### src/rtl/mcw_pkg.sv
`default_nettype none
package mcw_pkg;

    typedef enum logic [2:0] {
        ST_IDLE,
        ST_WRITE,
        ST_READ,
        ST_MUL,
        ST_ACC,
        ST_OUT
    } t_state;

    typedef enum logic [2:0] {
        REG_IMAGE_HEIGHT  = 3'd0,
        REG_IMAGE_WIDTH   = 3'd1,
        REG_CHANNEL_COUNT = 3'd2,
        REG_KERNEL_HEIGHT = 3'd3,
        REG_KERNEL_WIDTH  = 3'd4
    } t_reg_index;

    localparam logic OP_WEIGHT = 1'b0;
    localparam logic OP_PIXEL  = 1'b1;

    typedef struct packed {
        logic store_weight;
        logic store_pixel;
        logic clear_acc;
        logic issue_read;
        logic do_mul;
        logic do_acc;
        logic step_tap;
        logic load_out;
    } t_cmd;

    typedef struct packed {
        logic emit;
        logic tap_last;
    } t_status;

endpackage
`default_nettype wire

### src/rtl/mcw_ctrl.sv
`default_nettype none
module mcw_ctrl
    import mcw_pkg::*;
(
    input  wire     i_clk,
    input  wire     i_rst_n,
    input  wire     i_valid,
    input  wire     i_op,
    output logic    o_stall,
    output logic    o_valid,
    input  wire     i_stall,
    input  t_status i_status,
    output t_cmd    o_cmd
);

    t_state r_state;
    t_state n_state;
    logic   r_valid;
    logic   n_valid;
    logic   w_take;

    assign w_take  = i_valid && !o_stall;
    assign o_stall = (r_state != ST_IDLE);
    assign o_valid = r_valid;

    always_comb begin
        n_state = r_state;
        case (r_state)
            ST_IDLE: begin
                if (w_take) begin
                    n_state = (i_op == OP_PIXEL) ? ST_WRITE : ST_IDLE;
                end
            end
            ST_WRITE: begin
                n_state = i_status.emit ? ST_READ : ST_IDLE;
            end
            ST_READ: n_state = ST_MUL;
            ST_MUL:  n_state = ST_ACC;
            ST_ACC: begin
                n_state = i_status.tap_last ? ST_OUT : ST_READ;
            end
            ST_OUT: begin
                if (!r_valid || !i_stall) begin
                    n_state = ST_IDLE;
                end
            end
            default: n_state = ST_IDLE;
        endcase
    end

    always_comb begin
        o_cmd = '0;
        n_valid = r_valid && i_stall;
        case (r_state)
            ST_IDLE: begin
                o_cmd.store_weight = w_take && (i_op == OP_WEIGHT);
                o_cmd.store_pixel  = w_take && (i_op == OP_PIXEL);
            end
            ST_WRITE: o_cmd.clear_acc = 1'b1;
            ST_READ:  o_cmd.issue_read = 1'b1;
            ST_MUL:   o_cmd.do_mul = 1'b1;
            ST_ACC: begin
                o_cmd.do_acc   = 1'b1;
                o_cmd.step_tap = 1'b1;
            end
            ST_OUT: begin
                if (!r_valid || !i_stall) begin
                    o_cmd.load_out = 1'b1;
                    n_valid = 1'b1;
                end
            end
            default: o_cmd = '0;
        endcase
    end

    always_ff @(posedge i_clk) begin
        if (!i_rst_n) begin
            r_state <= ST_IDLE;
            r_valid <= 1'b0;
        end else begin
            r_state <= n_state;
            r_valid <= n_valid;
        end
    end

    a_busy_stalls: assert property (@(posedge i_clk) disable iff (!i_rst_n)
        (r_state != ST_IDLE) |-> o_stall)
        else $error("input taken while busy");
    a_out_hold: assert property (@(posedge i_clk) disable iff (!i_rst_n)
        (r_valid && i_stall) |=> r_valid)
        else $error("stalled word dropped");
    a_load_free: assert property (@(posedge i_clk) disable iff (!i_rst_n)
        o_cmd.load_out |-> (!r_valid || !i_stall))
        else $error("output overwritten");

endmodule
`default_nettype wire

### config.mk
export PLATFORM = sky130hd
export DESIGN_NAME = mcw_ctrl
export DESIGN_NICKNAME = d
export VERILOG_FILES = /design/src/rtl/mcw_pkg.sv /design/src/rtl/mcw_ctrl.sv
export SDC_FILE = /design/constraint.sdc
export NUM_CORES = 1
export LEC_CHECK = 0
export BUFFER_PORTS_ARGS = -buffer_cell sky130_fd_sc_hd__buf_2
export CAP_MARGIN = 20
export CORE_AREA = 2 2 39 41
export DETAILED_ROUTE_END_ITERATION = 8
export DIE_AREA = 0 0 41 43
export PLACE_DENSITY = 0.43
export SYNTH_ARGS = -nofsm -noshare
export SYNTH_HDL_FRONTEND = slang
export SYNTH_SLANG_ARGS = --single-unit
### constraint.sdc
create_clock -name i_clk -period 1.3 [get_ports i_clk]
set_clock_uncertainty 0.2 [all_clocks]
set_input_delay 0 -clock i_clk [delete_from_list [all_inputs] [get_ports i_clk]]
set_output_delay 0 -clock i_clk [all_outputs]
set_load 0.05 [all_outputs]
==> results by stage <==
Clock tree:
- The total CTS buffers is 3.
- The cell sitting at the root of the clock tree is a sky130_fd_sc_hd__clkbuf_4.
- The clock reaches the later pin of the worst-skew pair after 0.23 ns.
- The maximum buffer depth of the clock tree is 2.
- In this run the number of H-tree levels came out at 1.
- The register clock-pin slew on the reported worst setup and hold paths is 0.04 ns.
- For this design, the sink count on the clock tree is 4.
- TritonCTS built the clock tree.

Routing:
- The number of vias after detailed routing is 321.
- The detailed router's first-iteration violation count is 1.
- In this run the remaining antenna-violating nets after routing total 0.
- Dividing the detail-routed wire length by the instance count gives 9.23 µm.
- After detailed routing, the number of remaining DRC violations is 0.
- Using the TritonRoute via totals, the vias-per-cell ratio works out to 4.40.
- The first detailed-routing pass took 2 iterations.
- The total routed wirelength is 674 µm.

Timing:
- The worst pin sits at a relative slew slack of 83.8%.
- At the pin with the least slew margin, the transition time is 0.245 ns.
- The count of pins over their slew limit is 0.
- The fraction of the cycle the final worst path needs is 103%.
- Setup repair after global routing could not meet its margin everywhere.
- The worst setup slack after layout is -0.0380 ns.
- The total setup violations reported at the end of the flow is 3.
- The number of failing hold endpoints at the final stage was 0.
- On the final layout, the worst hold slack is 0.0137 ns.
- The maximum clock frequency is 747 MHz.
- After layout, the minimum clock period comes to 1.34 ns.

Global routing:
- The first global-routing pass estimated 1280 µm of wire.
- The initial antenna violation count is 0.
- The layer with the highest usage is met2.
- The fraction of met3 tracks used by global routing is 3.14%.
- Entering global routing, the biggest net connects 8 pins.
- The global-route track usage on met1 is 12.6%.
- The global routing met2 resource utilization is 15.6%.
- In the global route stage, overall resource usage came out at 10.8%.
- The global route total overflow is 0.
- The number of global-route vias before repair is 327.

Die:
- The region available for standard cell placement spans 0.00138 mm².
- The I/O pin total is 17.
- For this configuration, the core starts out at a cell density of 17.6%.
- The horizontal die dimension is 41 µm.
- The initialized floorplan defines 14 standard-cell rows.
- The area enclosed by the die boundary is 0.00176 mm².
- The height of the die is 43 µm.

Cells and area:
- The repair_antennas step left the layout with diodes totalling 0.
- The utilization of the core after routing is 40.6%.
- Of the cells placed in the final design, the portion with a size suffix greater than 1 is 70.2%.
- The area growth from synthesis to layout is 130%.
- For this run, the post-layout net count is 66.

Hold path:
- The startpoint identified for the worst hold timing path is i_status[1].
- Along the worst hold path, the cell count comes to 4.
- The end of the worst hold path is r_state[1].
- The path category of the worst min-delay check is in2reg.

Synth:
- Counting distinct cell types in the post-synthesis netlist gives 19.
- Synthesis produced a netlist whose cell count is 31.
- The flip-flop and latch count after synthesis is 4.
- The average size of a mapped cell is 7.87 µm².
- Counting every net in the synthesized netlist gives 38.
- The cell area that synthesis handed to floorplanning was 244 µm².
- Sequential cells were found to cover 32.8% of the synthesized design area.
- Yosys printed 0 warnings.

Place:
- The number of I/O port buffers is 16.
- The routability congestion estimate is 0.693.
- Detailed placement finished with a half-perimeter wire length of 537 µm.

Worst setup path:
- The maximum net fanout on the critical path is 6.
- The delay contributed by the slowest stage of the critical path is 0.34 ns.
- For the worst setup path, the data arrival time is 1.14 ns.
- The signal on the critical path passes through nor3_4 > nand2_1 > nor2_4 > buf_6.
- The cell with the biggest individual delay on the critical path is sky130_fd_sc_hd__dfxtp_2.
- The worst setup path is launched from a register.
- The endpoint identified for the worst register-to-register timing path is r_state[1].
- STA puts the critical path data required time at 1.10 ns.
- The type of element capturing the critical path is a primary output.
- Setup slack on the worst reg-to-reg path comes out at 0.01 ns.
- The critical path in this run is classified as reg2out.
- The worst register-to-register path begins at r_state[1].
- The worst-case reg-to-reg path depth is 4.

Power and ir drop:
- The clock network is responsible for 36.0% of the overall power.
- The internal cell power is 0.295 mW.
- The largest voltage drop on the vdd net is 369 µV.
- Of the total power, registers draw 30.7%.
- Power spread over the standard cell area amounts to 766 mW/mm².
- Combinational logic is responsible for 33.3% of the overall power.
- For this design the static power due to leakage is 0.251 nW.
- Summed over all nets, the switching power comes to 0.135 mW.
- The proportion of total power due to net switching is 31.3%.

Run status:
- The checks that failed: negative setup slack.
- The run finished, with violations left.

Flow run:
- The tool flagged a number of max-cap violations equal to 0.
cell usage after synthesis:
library cell               instances  share of area (%)
sky130_fd_sc_hd__nand2b_1          1                2.6
sky130_fd_sc_hd__o21a_1            2                6.2
sky130_fd_sc_hd__buf_2             1                2.0
sky130_fd_sc_hd__and3b_1           1                3.6
sky130_fd_sc_hd__nor3b_2           1                5.1
sky130_fd_sc_hd__and3_1            1                2.6
sky130_fd_sc_hd__a21oi_1           3                6.2
sky130_fd_sc_hd__nand2b_2          1                3.6
sky130_fd_sc_hd__nand3b_1          1                3.1
sky130_fd_sc_hd__buf_4             1                3.1
sky130_fd_sc_hd__nor3_1            4                8.2
sky130_fd_sc_hd__inv_1             1                1.5
sky130_fd_sc_hd__nand2_1           3                4.6
sky130_fd_sc_hd__a21boi_0          1                3.1
sky130_fd_sc_hd__nor2_1            2                3.1
sky130_fd_sc_hd__nor3b_1           1                3.1
sky130_fd_sc_hd__nand3_1           1                2.0
sky130_fd_sc_hd__o31a_1            1                3.6
sky130_fd_sc_hd__dfxtp_1           4                 33
power by group through the flow:
| stage | clock [mW] | combinational [mW] | sequential (mW) |
|---|---|---|---|
| after CTS | 0.168 | 0.136 | 0.132 |
| after detailed placement | 0 | 0.108 | 0.135 |
| after floorplan | 0 | 0.0769 | 0.133 |
| after global placement | 0 | 0.108 | 0.135 |
| final | 0.155 | 0.143 | 0.132 |
| after global routing | 0.175 | 0.153 | 0.133 |
cell usage in the layout (no fill, tap or decap), drive strengths merged, types with 2 or more instances in the layout:
| cell | n |
|---|---|
| buf | 23 |
| nor3 | 4 |
| dfxtp | 4 |
| nand2 | 3 |
| clkbuf | 3 |
| a21oi | 3 |
| nor2 | 2 |
| nor3b | 2 |
| o21a | 2 |
| dlygate4sd3 | 2 |
| nand2b | 2 |
layout make-up:
type                            instances  area [µm²]
Multi-Input combinational cell         24         205
Timing Repair Buffer                   25         220
Clock buffer                            3        22.5
Inverter                                1        3.75
Tap cell                               16        20.0
Fill cell                             147         822
Sequential cell                         4        90.1
through the flow:
stage          instances  power (mW)  TNS [ns]  cell area [µm²]  setup slack [ns]
5_1_grt               73       0.461    -0.529              562            -0.118
3_5_place_dp          66       0.243         0              404            0.0151
6_report              73       0.430   -0.0889              562           -0.0380
4_1_cts               73       0.436    -0.160              531           -0.0644
2_1_floorplan         31       0.209    -0.108              285           -0.0803
3_3_place_gp          66       0.243         0              404            0.0114
cell families (layout without fill, tap and decap cells):
| logic type | after synthesis | after routing | share of synthesized area, % |
|---|---|---|---|
| AND/OR/NAND/NOR | 17 | 17 | 41.5 |
| buffers and inverters | 3 | 29 | 6.66 |
| flip-flops | 4 | 4 | 32.8 |
| AO/OA/AOI/OAI | 7 | 7 | 19.0 |
worst max path at each step:
stage | start | end | slack [ns] | cells after the start
global placement | r_state[0] | o_cmd[7] | 0.01 | 4
finish | r_state[1] | o_cmd[7] | -0.04 | 4
CTS | r_state[0] | o_cmd[7] | -0.06 | 4
detailed placement | r_state[0] | o_cmd[7] | 0.02 | 4
floorplan | r_state[1] | r_state[1] | -0.08 | 2
global route | r_state[1] | o_cmd[7] | -0.12 | 4
registers in the layout, summed over array words and instances (netlist names):
register and count:
r_state 3, o_valid 1
per-layer routing:
layer  vias up  part of all wire [%]  wire (µm)
li1        162                     -          -
met1       150                    38        257
met2         9                    56        377
met3         0                   5.9         40
met4         0                     0          0
met5         -                     0          0
repair_timing:
item                                    CTS  global route
setup buffers                             2             0
pin swaps                                 2             1
hold buffers                              2             0
resized for setup                        22             9
endpoints found under the setup margin    9            11
endpoints found under the hold margin     4             0
worst max-delay path: cells and delay by family, from the launching register on:
kind                   cells  cell delay [ns]
AND/OR/NAND/NOR            3             0.41
flip-flops                 1             0.34
buffers and inverters      1             0.16
Power figures use the tool's default switching activity.
